<file path="src/sv/mpct_pkg.sv">
// shared types, constants and helper functions for the mouse packet cursor tracker
package mpct_pkg;

    // cursor coordinate width
    localparam int COORD_BITS = 12;

    // width of an accelerated motion magnitude: threshold + 256 * 15 stays below 2**13
    localparam int ACC_BITS   = 13;

    // signed working width for position plus motion
    localparam int WIDE_BITS  = ((COORD_BITS > ACC_BITS) ? COORD_BITS : ACC_BITS) + 2;

    localparam int BYTE_BITS  = 8;
    localparam int THR_BITS   = 8;
    localparam int SCALE_BITS = 4;
    localparam int MOVE_X_BITS = 9;
    localparam int MOVE_Y_BITS = 10;
    localparam int BTN_BITS    = 2;

    localparam int CFG_INDEX_BITS = 3;
    localparam int CFG_DATA_BITS  = COORD_BITS;

    // output tdata layout, lowest bit first
    localparam int OUT_FIELD_BITS = 2 * COORD_BITS + MOVE_X_BITS + MOVE_Y_BITS + BTN_BITS + 2;
    localparam int OUT_DATA_BITS  = ((OUT_FIELD_BITS + 7) / 8) * 8;
    localparam int OUT_PAD_BITS   = OUT_DATA_BITS - OUT_FIELD_BITS;

    typedef logic        [COORD_BITS-1:0]  coord_t;
    typedef logic signed [WIDE_BITS-1:0]   wide_t;
    typedef logic signed [MOVE_Y_BITS-1:0] move_t;
    typedef logic        [CFG_INDEX_BITS-1:0] cfg_index_t;

    // register indexes of the configuration port
    localparam cfg_index_t REG_MIN_X     = 3'd0;
    localparam cfg_index_t REG_MAX_X     = 3'd1;
    localparam cfg_index_t REG_MIN_Y     = 3'd2;
    localparam cfg_index_t REG_MAX_Y     = 3'd3;
    localparam cfg_index_t REG_ACCEL_THR = 3'd4;
    localparam cfg_index_t REG_ACCEL_SCL = 3'd5;

    // reset values
    localparam coord_t MIN_X_RST = coord_t'(0);
    localparam coord_t MAX_X_RST = coord_t'(1024);
    localparam coord_t MIN_Y_RST = coord_t'(0);
    localparam coord_t MAX_Y_RST = coord_t'(768);
    localparam coord_t POS_X_RST = coord_t'((0 + 1024) / 2);
    localparam coord_t POS_Y_RST = coord_t'((0 + 768) / 2);
    localparam logic [THR_BITS-1:0]   THR_RST   = 8'd5;
    localparam logic [SCALE_BITS-1:0] SCALE_RST = 4'd3;

    // acceleration settings shared by both axes
    typedef struct packed {
        logic [THR_BITS-1:0]   threshold;
        logic [SCALE_BITS-1:0] scale;
    } accel_cfg_t;

    // button code from the low three bits of the status byte
    function automatic logic [BTN_BITS-1:0] button_lookup(input logic [2:0] idx);
        logic [BTN_BITS-1:0] code;
        case (idx)
            3'd1:    code = 2'd1;   // left
            3'd2:    code = 2'd3;   // right
            3'd4:    code = 2'd2;   // middle
            default: code = 2'd0;   // none or a combination
        endcase
        return code;
    endfunction

    // clamp to lo first, then to hi, so hi wins when lo exceeds hi
    function automatic coord_t clamp_coord(input wide_t v, input coord_t lo, input coord_t hi);
        wide_t r;
        wide_t lo_w;
        wide_t hi_w;
        r    = v;
        lo_w = wide_t'({{(WIDE_BITS-COORD_BITS){1'b0}}, lo});
        hi_w = wide_t'({{(WIDE_BITS-COORD_BITS){1'b0}}, hi});
        if (r < lo_w)
            r = lo_w;
        if (r > hi_w)
            r = hi_w;
        return r[COORD_BITS-1:0];
    endfunction

    // centre of a range, clamped into it
    function automatic coord_t range_centre(input coord_t lo, input coord_t hi);
        logic [COORD_BITS:0] sum;
        wide_t mid;
        sum = {1'b0, lo} + {1'b0, hi};
        mid = wide_t'({{(WIDE_BITS-COORD_BITS){1'b0}}, sum[COORD_BITS:1]});
        return clamp_coord(mid, lo, hi);
    endfunction

endpackage

</file>
<file path="src/sv/mpct_axis.sv">
// one cursor axis: motion acceleration, position add and range clamp
module mpct_axis (
    input  mpct_pkg::move_t      move,
    input  mpct_pkg::coord_t     pos,
    input  mpct_pkg::coord_t     lo,
    input  mpct_pkg::coord_t     hi,
    input  mpct_pkg::accel_cfg_t accel,
    output mpct_pkg::coord_t     pos_new
);
    import mpct_pkg::*;

    logic                    neg;
    logic [MOVE_Y_BITS-1:0]  mag;
    logic [MOVE_Y_BITS-1:0]  excess;
    logic [ACC_BITS-1:0]     prod;
    logic [ACC_BITS-1:0]     acc;
    wide_t                   delta;
    wide_t                   sum;

    always_comb
    begin
        neg    = move[MOVE_Y_BITS-1];
        mag    = neg ? (MOVE_Y_BITS'(0) - move) : move;
        excess = mag - MOVE_Y_BITS'(accel.threshold);
        // excess never tops 256, nine bits carry it
        prod   = ACC_BITS'(excess[8:0]) * ACC_BITS'(accel.scale);
        if (mag > MOVE_Y_BITS'(accel.threshold))
            acc = ACC_BITS'(accel.threshold) + prod;
        else
            acc = ACC_BITS'(mag);
        delta  = neg ? (wide_t'(0) - wide_t'({2'b00, acc})) : wide_t'({2'b00, acc});
        sum    = wide_t'({{(WIDE_BITS-COORD_BITS){1'b0}}, pos}) + delta;
    end

    assign pos_new = clamp_coord(sum, lo, hi);

endmodule

</file>
<file path="src/sv/mouse_packet_cursor_tracker.sv">
// top level of the wheel-mouse packet decoder and cursor tracker
//
// usage
// - slave stream (s_tvalid, s_tready, s_tdata) takes one received mouse byte per
//   transaction; four bytes make a packet: status, dx, dy, wheel
// - a packet whose status byte has bit 7 or 6 set is bad: its first byte is dropped,
//   the next byte slides in and the check is repeated, nothing is sent
// - each good packet gives one master stream transaction (m_tvalid, m_tready,
//   m_tdata) with the clamped cursor position and the decoded packet
// - path: the fourth byte's transaction loads the decode register, which then goes
//   through the acceleration/clamp path into the output register that drives
//   m_tvalid; the move out of the decode register waits while the output is stalled
// - throughput: one byte per cycle; a stalled output holds its data, the decode
//   register keeps the next packet and s_tready drops only when both are full
// - the per-cycle cost is one 9x4 multiply per axis plus add and clamp
// - configuration: cfg_we writes cfg_data into register cfg_index; a write to a
//   range register puts the cursor back at the centre of both ranges
// - reset: ranges 0..1024 and 0..768, threshold 5, scale 3, cursor at the
//   range centres, no byte held, both stream stages empty
module mouse_packet_cursor_tracker (
    input  logic                                clk,
    input  logic                                rst_n,
    // slave stream, tdata: rx_byte[7:0]
    input  logic                                s_tvalid,
    output logic                                s_tready,
    input  logic [mpct_pkg::BYTE_BITS-1:0]      s_tdata,
    // master stream, tdata: cursor_x[11:0], cursor_y[23:12], move_x[32:24],
    // move_y[42:33], button_code[44:43], scroll_up[45], scroll_down[46], zero[47]
    output logic                                m_tvalid,
    input  logic                                m_tready,
    output logic [mpct_pkg::OUT_DATA_BITS-1:0]  m_tdata,
    // configuration write port
    input  logic                                cfg_we,
    input  mpct_pkg::cfg_index_t                cfg_index,
    input  logic [mpct_pkg::CFG_DATA_BITS-1:0]  cfg_data
);
    import mpct_pkg::*;

    // configuration registers
    coord_t       min_x_reg, min_x_next;
    coord_t       max_x_reg, max_x_next;
    coord_t       min_y_reg, min_y_next;
    coord_t       max_y_reg, max_y_next;
    accel_cfg_t   accel_reg, accel_next;
    logic         range_wr;

    // cursor position
    coord_t       pos_x_reg, pos_x_next;
    coord_t       pos_y_reg, pos_y_next;

    // byte collection
    logic [BYTE_BITS-1:0] held_reg [3];
    logic [1:0]           count_reg, count_next;

    // decode stage
    logic                     pkt_valid_reg, pkt_valid_next;
    logic signed [MOVE_X_BITS-1:0] pkt_dx_reg;
    move_t                    pkt_dy_reg;
    logic [BTN_BITS-1:0]      pkt_btn_reg;
    logic                     pkt_wup_reg;
    logic                     pkt_wdn_reg;

    // output stage
    logic                     out_valid_reg, out_valid_next;
    logic [OUT_DATA_BITS-1:0] out_data_reg;

    // handshake
    logic         in_xact;
    logic         out_free;
    logic         pkt_move;
    logic         have_three;
    logic         bad_status;
    logic         good_done;

    // decode of the completing packet
    logic signed [MOVE_X_BITS-1:0] dec_dx;
    move_t                    dec_dy;
    coord_t                   axis_x_new;
    coord_t                   axis_y_new;

    assign out_free   = !out_valid_reg || m_tready;
    assign pkt_move   = pkt_valid_reg && out_free;
    assign s_tready   = !pkt_valid_reg || out_free;
    assign in_xact    = s_tvalid && s_tready;

    assign have_three = (count_reg == 2'd3);
    assign bad_status = (held_reg[0][7:6] != 2'b00);
    assign good_done  = in_xact && have_three && !bad_status;

    // dx is nine-bit two's complement with the sign from status bit 4
    assign dec_dx = {held_reg[0][4], held_reg[1]};
    // dy is 256 - byte when status bit 5 is set, otherwise -byte
    assign dec_dy = {1'b0, held_reg[0][5], 8'h00} - {2'b00, held_reg[2]};

    // configuration decode
    always_comb
    begin
        min_x_next = min_x_reg;
        max_x_next = max_x_reg;
        min_y_next = min_y_reg;
        max_y_next = max_y_reg;
        accel_next = accel_reg;
        range_wr   = 1'b0;
        if (cfg_we)
        begin
            case (cfg_index)
                REG_MIN_X:
                begin
                    min_x_next = cfg_data[COORD_BITS-1:0];
                    range_wr   = 1'b1;
                end
                REG_MAX_X:
                begin
                    max_x_next = cfg_data[COORD_BITS-1:0];
                    range_wr   = 1'b1;
                end
                REG_MIN_Y:
                begin
                    min_y_next = cfg_data[COORD_BITS-1:0];
                    range_wr   = 1'b1;
                end
                REG_MAX_Y:
                begin
                    max_y_next = cfg_data[COORD_BITS-1:0];
                    range_wr   = 1'b1;
                end
                REG_ACCEL_THR: accel_next.threshold = cfg_data[THR_BITS-1:0];
                REG_ACCEL_SCL: accel_next.scale     = cfg_data[SCALE_BITS-1:0];
                default: ;  // unknown index, ignored
            endcase
        end
    end

    // one axis unit per coordinate
    mpct_axis u_axis_x (
        .move    (move_t'(pkt_dx_reg)),
        .pos     (pos_x_reg),
        .lo      (min_x_reg),
        .hi      (max_x_reg),
        .accel   (accel_reg),
        .pos_new (axis_x_new)
    );

    mpct_axis u_axis_y (
        .move    (pkt_dy_reg),
        .pos     (pos_y_reg),
        .lo      (min_y_reg),
        .hi      (max_y_reg),
        .accel   (accel_reg),
        .pos_new (axis_y_new)
    );

    // position and stream control
    always_comb
    begin
        pos_x_next = pos_x_reg;
        pos_y_next = pos_y_reg;
        if (range_wr)
        begin
            pos_x_next = range_centre(min_x_next, max_x_next);
            pos_y_next = range_centre(min_y_next, max_y_next);
        end
        else if (pkt_move)
        begin
            pos_x_next = axis_x_new;
            pos_y_next = axis_y_new;
        end

        count_next = count_reg;
        if (in_xact)
        begin
            if (!have_three)
                count_next = count_reg + 2'd1;
            else if (!bad_status)
                count_next = 2'd0;
        end

        pkt_valid_next = pkt_valid_reg;
        if (good_done)
            pkt_valid_next = 1'b1;
        else if (pkt_move)
            pkt_valid_next = 1'b0;

        out_valid_next = out_valid_reg;
        if (pkt_move)
            out_valid_next = 1'b1;
        else if (m_tready)
            out_valid_next = 1'b0;
    end

    // control state
    always_ff @(posedge clk or negedge rst_n)
    begin
        if (!rst_n)
        begin
            min_x_reg     <= MIN_X_RST;
            max_x_reg     <= MAX_X_RST;
            min_y_reg     <= MIN_Y_RST;
            max_y_reg     <= MAX_Y_RST;
            accel_reg     <= '{threshold: THR_RST, scale: SCALE_RST};
            pos_x_reg     <= POS_X_RST;
            pos_y_reg     <= POS_Y_RST;
            count_reg     <= 2'd0;
            pkt_valid_reg <= 1'b0;
            out_valid_reg <= 1'b0;
        end
        else
        begin
            min_x_reg     <= min_x_next;
            max_x_reg     <= max_x_next;
            min_y_reg     <= min_y_next;
            max_y_reg     <= max_y_next;
            accel_reg     <= accel_next;
            pos_x_reg     <= pos_x_next;
            pos_y_reg     <= pos_y_next;
            count_reg     <= count_next;
            pkt_valid_reg <= pkt_valid_next;
            out_valid_reg <= out_valid_next;
        end
    end

    // payload registers
    always_ff @(posedge clk)
    begin
        if (in_xact)
        begin
            if (!have_three)
                held_reg[count_reg] <= s_tdata;
            else if (bad_status)
            begin
                // drop the bad status byte and slide the rest down
                held_reg[0] <= held_reg[1];
                held_reg[1] <= held_reg[2];
                held_reg[2] <= s_tdata;
            end
        end

        if (good_done)
        begin
            pkt_dx_reg  <= dec_dx;
            pkt_dy_reg  <= dec_dy;
            pkt_btn_reg <= button_lookup(held_reg[0][2:0]);
            pkt_wup_reg <= s_tdata[7];
            pkt_wdn_reg <= (s_tdata != 8'h00) && !s_tdata[7];
        end

        if (pkt_move)
            out_data_reg <= {{OUT_PAD_BITS{1'b0}}, pkt_wdn_reg, pkt_wup_reg, pkt_btn_reg,
                             pkt_dy_reg, pkt_dx_reg, axis_y_new, axis_x_new};
    end

    assign m_tvalid = out_valid_reg;
    assign m_tdata  = out_data_reg;

endmodule
</file>
<file path="config.mk">
export PLATFORM = sky130hd
export DESIGN_NAME = mouse_packet_cursor_tracker
export DESIGN_NICKNAME = d
export VERILOG_FILES = /design/src/sv/mpct_pkg.sv /design/src/sv/mpct_axis.sv /design/src/sv/mouse_packet_cursor_tracker.sv
export SDC_FILE = /design/constraint.sdc
export NUM_CORES = 1
export LEC_CHECK = 0
export BUFFER_PORTS_ARGS = -buffer_cell sky130_fd_sc_hd__buf_4
export CAP_MARGIN = 5
export CORE_ASPECT_RATIO = 1.2
export CORE_MARGIN = 2
export CORE_UTILIZATION = 40
export CTS_BUF_LIST = sky130_fd_sc_hd__clkbuf_8 sky130_fd_sc_hd__clkbuf_16
export DETAILED_ROUTE_END_ITERATION = 7
export HOLD_SLACK_MARGIN = 0.06
export PLACE_DENSITY = 0.69
export SLEW_MARGIN = 20
export SYNTH_ARGS = -nofsm -noshare
export SYNTH_HDL_FRONTEND = slang
export SYNTH_SLANG_ARGS = --single-unit
</file>
<file path="constraint.sdc">
create_clock -name clk -period 11.95 [get_ports clk]
set_clock_uncertainty 0.2 [all_clocks]
set_input_delay 1.195 -clock clk [delete_from_list [all_inputs] [get_ports clk]]
set_output_delay 1.195 -clock clk [all_outputs]
set_load 0.1 [all_outputs]
</file>
==> results of run 1 <==
-- area by class of cell --
cell class | instances | area share, %
flip-flops and latches | 181 | 25.24
inverters | 205 | 3.878
well taps | 552 | 3.481
clock inverters | 15 | 1.066
repair buffers | 123 | 4.673
clock buffers | 17 | 2.144
multi-input cells | 1462 | 59.52
-- critical path, delay by kind of cell, from the launching register on --
| family | cells | cell delay, ns |
|---|---|---|
| xor gates and xnor gates | 2 | 0.43 |
| AOI/OAI and AO/OA | 17 | 3.35 |
| adders and majority gates | 9 | 3.17 |
| buffers and inverters | 2 | 0.11 |
| muxes | 2 | 0.46 |
| and+or+nand+nor | 15 | 3.26 |
| DFF | 1 | 0.41 |
-- Yosys cell counts, drive strengths merged (44+ instances only) --
cell type / instances / area share (%)
xnor2: 67 / 3.4
dfrtp: 78 / 11
inv: 205 / 4.4
mux2: 66 / 4.3
and2: 63 / 2.3
nand2: 150 / 3.2
a21o: 62 / 2.7
clkbuf: 47 / 1.0
o21ai: 102 / 2.9
ha: 207 / 15
mux2i: 44 / 2.5
nor2: 100 / 2.2
a21oi: 136 / 3.9
fa: 48 / 5.5
edfxtp: 93 / 16
-- timing repair --
action                                  4_1_cts  5_1_grt
resized for setup                             8       57
setup buffers                                 2       16
endpoints found under the hold margin         0        0
pin swaps                                     1       17
hold buffers                                  0        0
endpoints found under the setup margin       29       48
cloned                                        0        1
-- stage by stage --
| stage | hold slack, ns | setup TNS, ns | util, % |
|---|---|---|---|
| final | 0.2267 | 0 | 46.26 |
| after global routing | 0.2397 | -0.5622 | 46.26 |
| after CTS | 0.2281 | 0 | 45.33 |
| after detailed placement | 0.2052 | -2.576 | 43.68 |
| after global placement | 0.2059 | 0 | 43.68 |
| after floorplan | 0.2003 | 0 | - |
-- cells by family (layout without fill, tap and decap cells) --
| kind of cell | after synthesis | after routing | synth area share (%) |
|---|---|---|---|
| and+or+nand+nor | 531 | 531 | 15.61 |
| AOI/OAI and AO/OA | 463 | 464 | 17.57 |
| buffers and inverters | 262 | 360 | 5.735 |
| adders and majority gates | 255 | 255 | 20.37 |
| DFF | 181 | 181 | 28.72 |
| muxes | 110 | 110 | 6.854 |
| xor gates and xnor gates | 101 | 101 | 5.117 |
| other | 1 | 1 | 0.02151 |
-- routing by layer --
metal	up-vias	track usage, %	routed length [um]
met2	450	38.47	24510
met4	0	9.014	1812
met5	-	0	0
met3	95	3.145	2387
met1	7044	25.80	20080
li1	6952	-	-
-- worst max path at each step --
| stage | start | cells after the start | slack (ns) | to |
|---|---|---|---|---|
| finish | pkt_dx_reg[1]$_DFFE_PP_ | 47 | 0.43 | pos_x_reg[10]$_DFFE_PN0P_ |
| detailed placement | pkt_dx_reg[1]$_DFFE_PP_ | 46 | -0.20 | pos_x_reg[9]$_DFFE_PN1P_ |
| CTS | pkt_dy_reg[0]$_DFFE_PP_ | 43 | 0.003 | m_tdata[13]$_DFFE_PP_ |
| global route | pkt_dx_reg[1]$_DFFE_PP_ | 50 | -0.07 | pos_x_reg[10]$_DFFE_PN0P_ |
| floorplan | pkt_dx_reg[0]$_DFFE_PP_ | 50 | 0.26 | pos_x_reg[10]$_DFFE_PN0P_ |
| global placement | pkt_dy_reg[0]$_DFFE_PP_ | 42 | 0.06 | m_tdata[12]$_DFFE_PP_ |
==> impl_metrics.env, run 1 <==
export IMPL_die_w_um=194.6
export IMPL_synth_warning_count=0
export IMPL_largest_reg_flops=47
export IMPL_cts_sinks=181
export IMPL_regArea_um2=5007
export IMPL_num_io_pins=78
export IMPL_cp_start_kind="register"
export IMPL_final_cell_mix="202 x inv_1, 198 x ha_1, 149 x nand2_1"
export IMPL_coreArea_um2=42890
export IMPL_antenna_left=0
export IMPL_ff2ff_setup_slack_ns=0.43
export IMPL_setup_viol=0
export IMPL_hold_path_end="m_tdata[46]$_DFFE_PP_"
export IMPL_synthArstFlopShare_pct=48.62
export IMPL_drc=0
export IMPL_grt_max_degree=59
export IMPL_die_area_um2=45280
export IMPL_grt_antenna_before_repair=0
export IMPL_htree_levels=4
export IMPL_dp_slack_ns=-0.2023
export IMPL_grt_pass1_wl_um=76710
export IMPL_drt_iter0_markers=1067
export IMPL_numCtsBuffers=17
export IMPL_crit_top_cell="o21a_1"
export IMPL_max_freq_mhz=86.82
export IMPL_fin_area_um2=19840
export IMPL_hold_viol_final=0
export IMPL_crit_path_end_kind="register"
export IMPL_critPathKind="register to register"
export IMPL_dr_pass1_iters=7
export IMPL_required_ns=12.10
export IMPL_clk_latency_ns=0.47
export IMPL_path_clk_slew_ns=0.08
export IMPL_tightest_slew_ns=0.8970
export IMPL_multi_input_area_um2=11810
export IMPL_num_vias=14540
export IMPL_slew_violations=0
export IMPL_antenna_cells=0
export IMPL_ys_ff_latch=181
export IMPL_wl_per_cell_um=19.10
export IMPL_setup_slack_ns=0.4320
export IMPL_slew_headroom_pct=40.20
export IMPL_path_max_fanout=6
export IMPL_nNetsFinal=2273
export IMPL_synth_edf_count=93
export IMPL_rr_worst_depth=47
export IMPL_die_height_um=232.7
export IMPL_holdPathStages=0
export IMPL_holdCritStartpoint="pkt_wdn_reg$_DFFE_PP_"
export IMPL_synth_cell_types=93
export IMPL_synthCells=1904
export IMPL_synthesis_area_um2=17430
export IMPL_syn_nets=2187
export IMPL_slowest_delay_ns=0.58
export IMPL_syn2layout_area_growth_pct=13.81
export IMPL_groute_usage_overall_pct=21.51
export IMPL_synth_area_per_cell_um2=9.156
export IMPL_viasPerCell=5.691
export IMPL_outcome="completed"
export IMPL_wirelength_um=48790
export IMPL_dp_cells=2504
export IMPL_grt_ovfl_total=0
export IMPL_max_cap_violations=0
export IMPL_period_needed_ns=11.52
export IMPL_cts_root_buf="clkbuf_16"
export IMPL_fin_crit_sh_pct=96.39
export IMPL_start_util_pct=40.65
export IMPL_drive_gt1_share_pct=15.78
export IMPL_first_global_vias=14460
export IMPL_port_buffers=76
export IMPL_gp_congestion=0.9386
export IMPL_final_common_cell="inv_1"
export IMPL_cts_tree="built"
export IMPL_placement_rows=83
export IMPL_r2r_end="pos_x_reg[10]$_DFFE_PN0P_"
export IMPL_crit_arrival_ns=11.67
export IMPL_synth_main_ff_cell="edfxtp_1"
export IMPL_clockBufferDepth=2
export IMPL_fillCellCount=4006
export IMPL_fin_cells=2555
export IMPL_regToRegStartpoint="pkt_dx_reg[1]$_DFFE_PP_"
export IMPL_dp_hpwl_um=38560
export IMPL_post_dp_cell_area_um2=18730
export IMPL_seq_area_frac_synth_pct=28.72
export IMPL_cp_slowest_cell="fa_1"
export IMPL_hp_class="register to register"
Power of run 1 is left out: the tool's default activity adds up to more than one toggle a clock period on the data nets, which glitch-free logic cannot reach.
==> inputs of run 2 (changes only) <==
--- a/config.mk
+++ b/config.mk
@@ -8,12 +8,12 @@
 export BUFFER_PORTS_ARGS = -buffer_cell sky130_fd_sc_hd__buf_4
 export CAP_MARGIN = 5
 export CORE_ASPECT_RATIO = 1.2
-export CORE_MARGIN = 2
 export CORE_UTILIZATION = 40
 export CTS_BUF_LIST = sky130_fd_sc_hd__clkbuf_8 sky130_fd_sc_hd__clkbuf_16
 export DETAILED_ROUTE_END_ITERATION = 7
+export GPL_ROUTABILITY_DRIVEN = 0
 export HOLD_SLACK_MARGIN = 0.06
-export PLACE_DENSITY = 0.69
+export PLACE_DENSITY = 0.67
 export SLEW_MARGIN = 20
 export SYNTH_ARGS = -nofsm -noshare
 export SYNTH_HDL_FRONTEND = slang
==> constraint.sdc (replaced) <==
create_clock -name clk -period 13.9 [get_ports clk]
set_clock_uncertainty 0.2 [all_clocks]
set_input_delay 1.39 -clock clk [delete_from_list [all_inputs] [get_ports clk]]
set_output_delay 1.39 -clock clk [all_outputs]
set_load 0.1 [all_outputs]
==> run 2 against run 1 <==
  * Worst setup slack better by 0.75 ns
  * Register-to-register slack better by 0.75 ns
  * Die area is 1.9% lower
  * Clock-buffer cell count stayed put
  * Global-route usage is 0.37 points higher
  * Fmax is 9.4% lower
  * Utilization is 1.4 points lower
  * Non-clock buffer count is 31 lower
  * Cell area is 2.9% lower
  * Critical path depth stayed put
  * Cell count is 1.3% lower
  * Wire length is 2.1% lower
==> impl_metrics.env, run 2 (synthesis gave the netlist of run 1 again) <==
export IMPL_fin_crit_sh_pct=91.51
export IMPL_hold_viol_final=0
export IMPL_max_cap_violations=0
export IMPL_fin_cells=2523
export IMPL_die_w_um=192.6
export IMPL_outcome="completed"
export IMPL_use_met2_pct=36.63
export IMPL_critPathKind="register to register"
export IMPL_dp_cells=2491
export IMPL_dp_hpwl_um=38300
export IMPL_cts_sinks=181
export IMPL_cp_slowest_cell="fa_1"
export IMPL_post_dp_cell_area_um2=18640
export IMPL_drc=0
export IMPL_holdCritStartpoint="pkt_btn_reg[1]$_DFFE_PP_"
export IMPL_placement_rows=83
export IMPL_crit_top_cell="ha_1"
export IMPL_slowest_delay_ns=0.57
export IMPL_grt_util_met3_pct=3.329
export IMPL_grt_ovfl_total=0
export IMPL_htree_levels=4
export IMPL_critPathLaunch="pkt_dx_reg[0]$_DFFE_PP_"
export IMPL_grt_busiest_layer="met2"
export IMPL_final_cell_mix="207 x ha_1, 203 x inv_1, 150 x nand2_1"
export IMPL_fin_area_um2=19260
export IMPL_rsz0062_at_grt="false"
export IMPL_num_io_pins=78
export IMPL_grt_util_met1_pct=27.54
export IMPL_numCtsBuffers=17
export IMPL_final_common_cell="ha_1"
export IMPL_drive_gt1_share_pct=12.08
export IMPL_hp_class="register to register"
export IMPL_postCtsHoldBufs=0
export IMPL_cp_start_kind="register"
export IMPL_grt_max_degree=73
export IMPL_path_max_fanout=15
export IMPL_path_clk_slew_ns=0.08
export IMPL_first_global_vias=14260
export IMPL_syn2layout_area_growth_pct=10.48
export IMPL_grt_antenna_before_repair=0
export IMPL_cts_root_buf="clkbuf_16"
export IMPL_tightest_slew_ns=1.017
export IMPL_cts_tree="built"
export IMPL_antenna_cells=0
export IMPL_viasPerCell=5.646
export IMPL_port_buffers=76
export IMPL_clockBufferDepth=2
export IMPL_antenna_left=0
export IMPL_num_vias=14250
export IMPL_period_needed_ns=12.72
export IMPL_setup_viol=0
export IMPL_post_cts_resize_count=0
export IMPL_required_ns=14.08
export IMPL_fin_tns_setup_ns=0
export IMPL_wl_per_cell_um=18.93
export IMPL_drt_iter0_markers=1063
export IMPL_max_freq_mhz=78.62
export IMPL_post_cts_buffers=0
export IMPL_nNetsFinal=2241
export IMPL_start_util_pct=40.65
export IMPL_wirelength_um=47760
export IMPL_die_height_um=230.7
export IMPL_dr_pass1_iters=5
export IMPL_groute_usage_overall_pct=21.88
export IMPL_die_area_um2=44430
export IMPL_grt_pass1_wl_um=75690
export IMPL_crit_path_end_kind="register"
export IMPL_crit_arrival_ns=12.90
export IMPL_slew_violations=0
export IMPL_coreArea_um2=42890
export IMPL_slew_headroom_pct=31.50
export IMPL_clk_latency_ns=0.46
export IMPL_finish_utilization_pct=44.91
export IMPL_largest_reg_flops=47
export IMPL_regToRegStartpoint="pkt_dx_reg[0]$_DFFE_PP_"
==> run 2: cell count changes in the layout (fill, tap and decap cells not counted), sizes merged <==
| cell | change |
|---|---|
| buf | -31 |
| clkinv | +2 |
| inv | -2 |
| o2bb2ai | -1 |
==> run 2: final timing paths <==
check / to / slack, ns / cells after the start
min in group asynchronous: min_x_reg[7]$_DFF_PN0_ / 0.60 / 1
max in group asynchronous: pos_y_reg[5]$_DFFE_PN0P_ / 11.65 / 2
min: m_tdata[44]$_DFFE_PP_ / 0.22 / 0
min reg2reg: m_tdata[44]$_DFFE_PP_ / 0.22 / 0
max: pos_x_reg[9]$_DFFE_PN1P_ / 1.18 / 47
max reg2reg: pos_x_reg[9]$_DFFE_PN1P_ / 1.18 / 47
==> run 2: per-layer routing <==
layer / routed length (um) / part of all wire [%] / vias up
li1: - / - / 6878
met1: 20030 / 42 / 6874
met2: 23120 / 48 / 396
met3: 2550 / 5.3 / 98
met4: 2062 / 4.3 / 0
met5: 0 / 0 / -
==> run 2: layout make-up <==
type	instances	area (um^2)
clock buffers	17	425.4
repair buffers	92	690.7
clock inverters	15	196.4
flip-flops and latches	181	5007
well taps	552	690.7
inverters	205	769.5
fillers	4080	23630
multi-input cells	1461	11480
==> run 2: per-stage QoR <==
step	worst slack, ns	hold WS [ns]
finish	1.180	0.2190
global route	0.4549	0.2234
CTS	1.270	0.2195
detailed placement	1.325	0.2056
global placement	1.636	0.2088
floorplan	2.207	0.2003
==> run 2: critical path: cells and delay by family, from the launching register on <==
family	cells	cell delay, ns
buffers and inverters	1	0.11
xor gates and xnor gates	1	0.25
AOI/OAI and AO/OA	20	4.17
DFF	1	0.54
and+or+nand+nor	14	3.24
adders and majority gates	9	3.65
muxes	2	0.50
Power of run 2 is left out for the same reason.
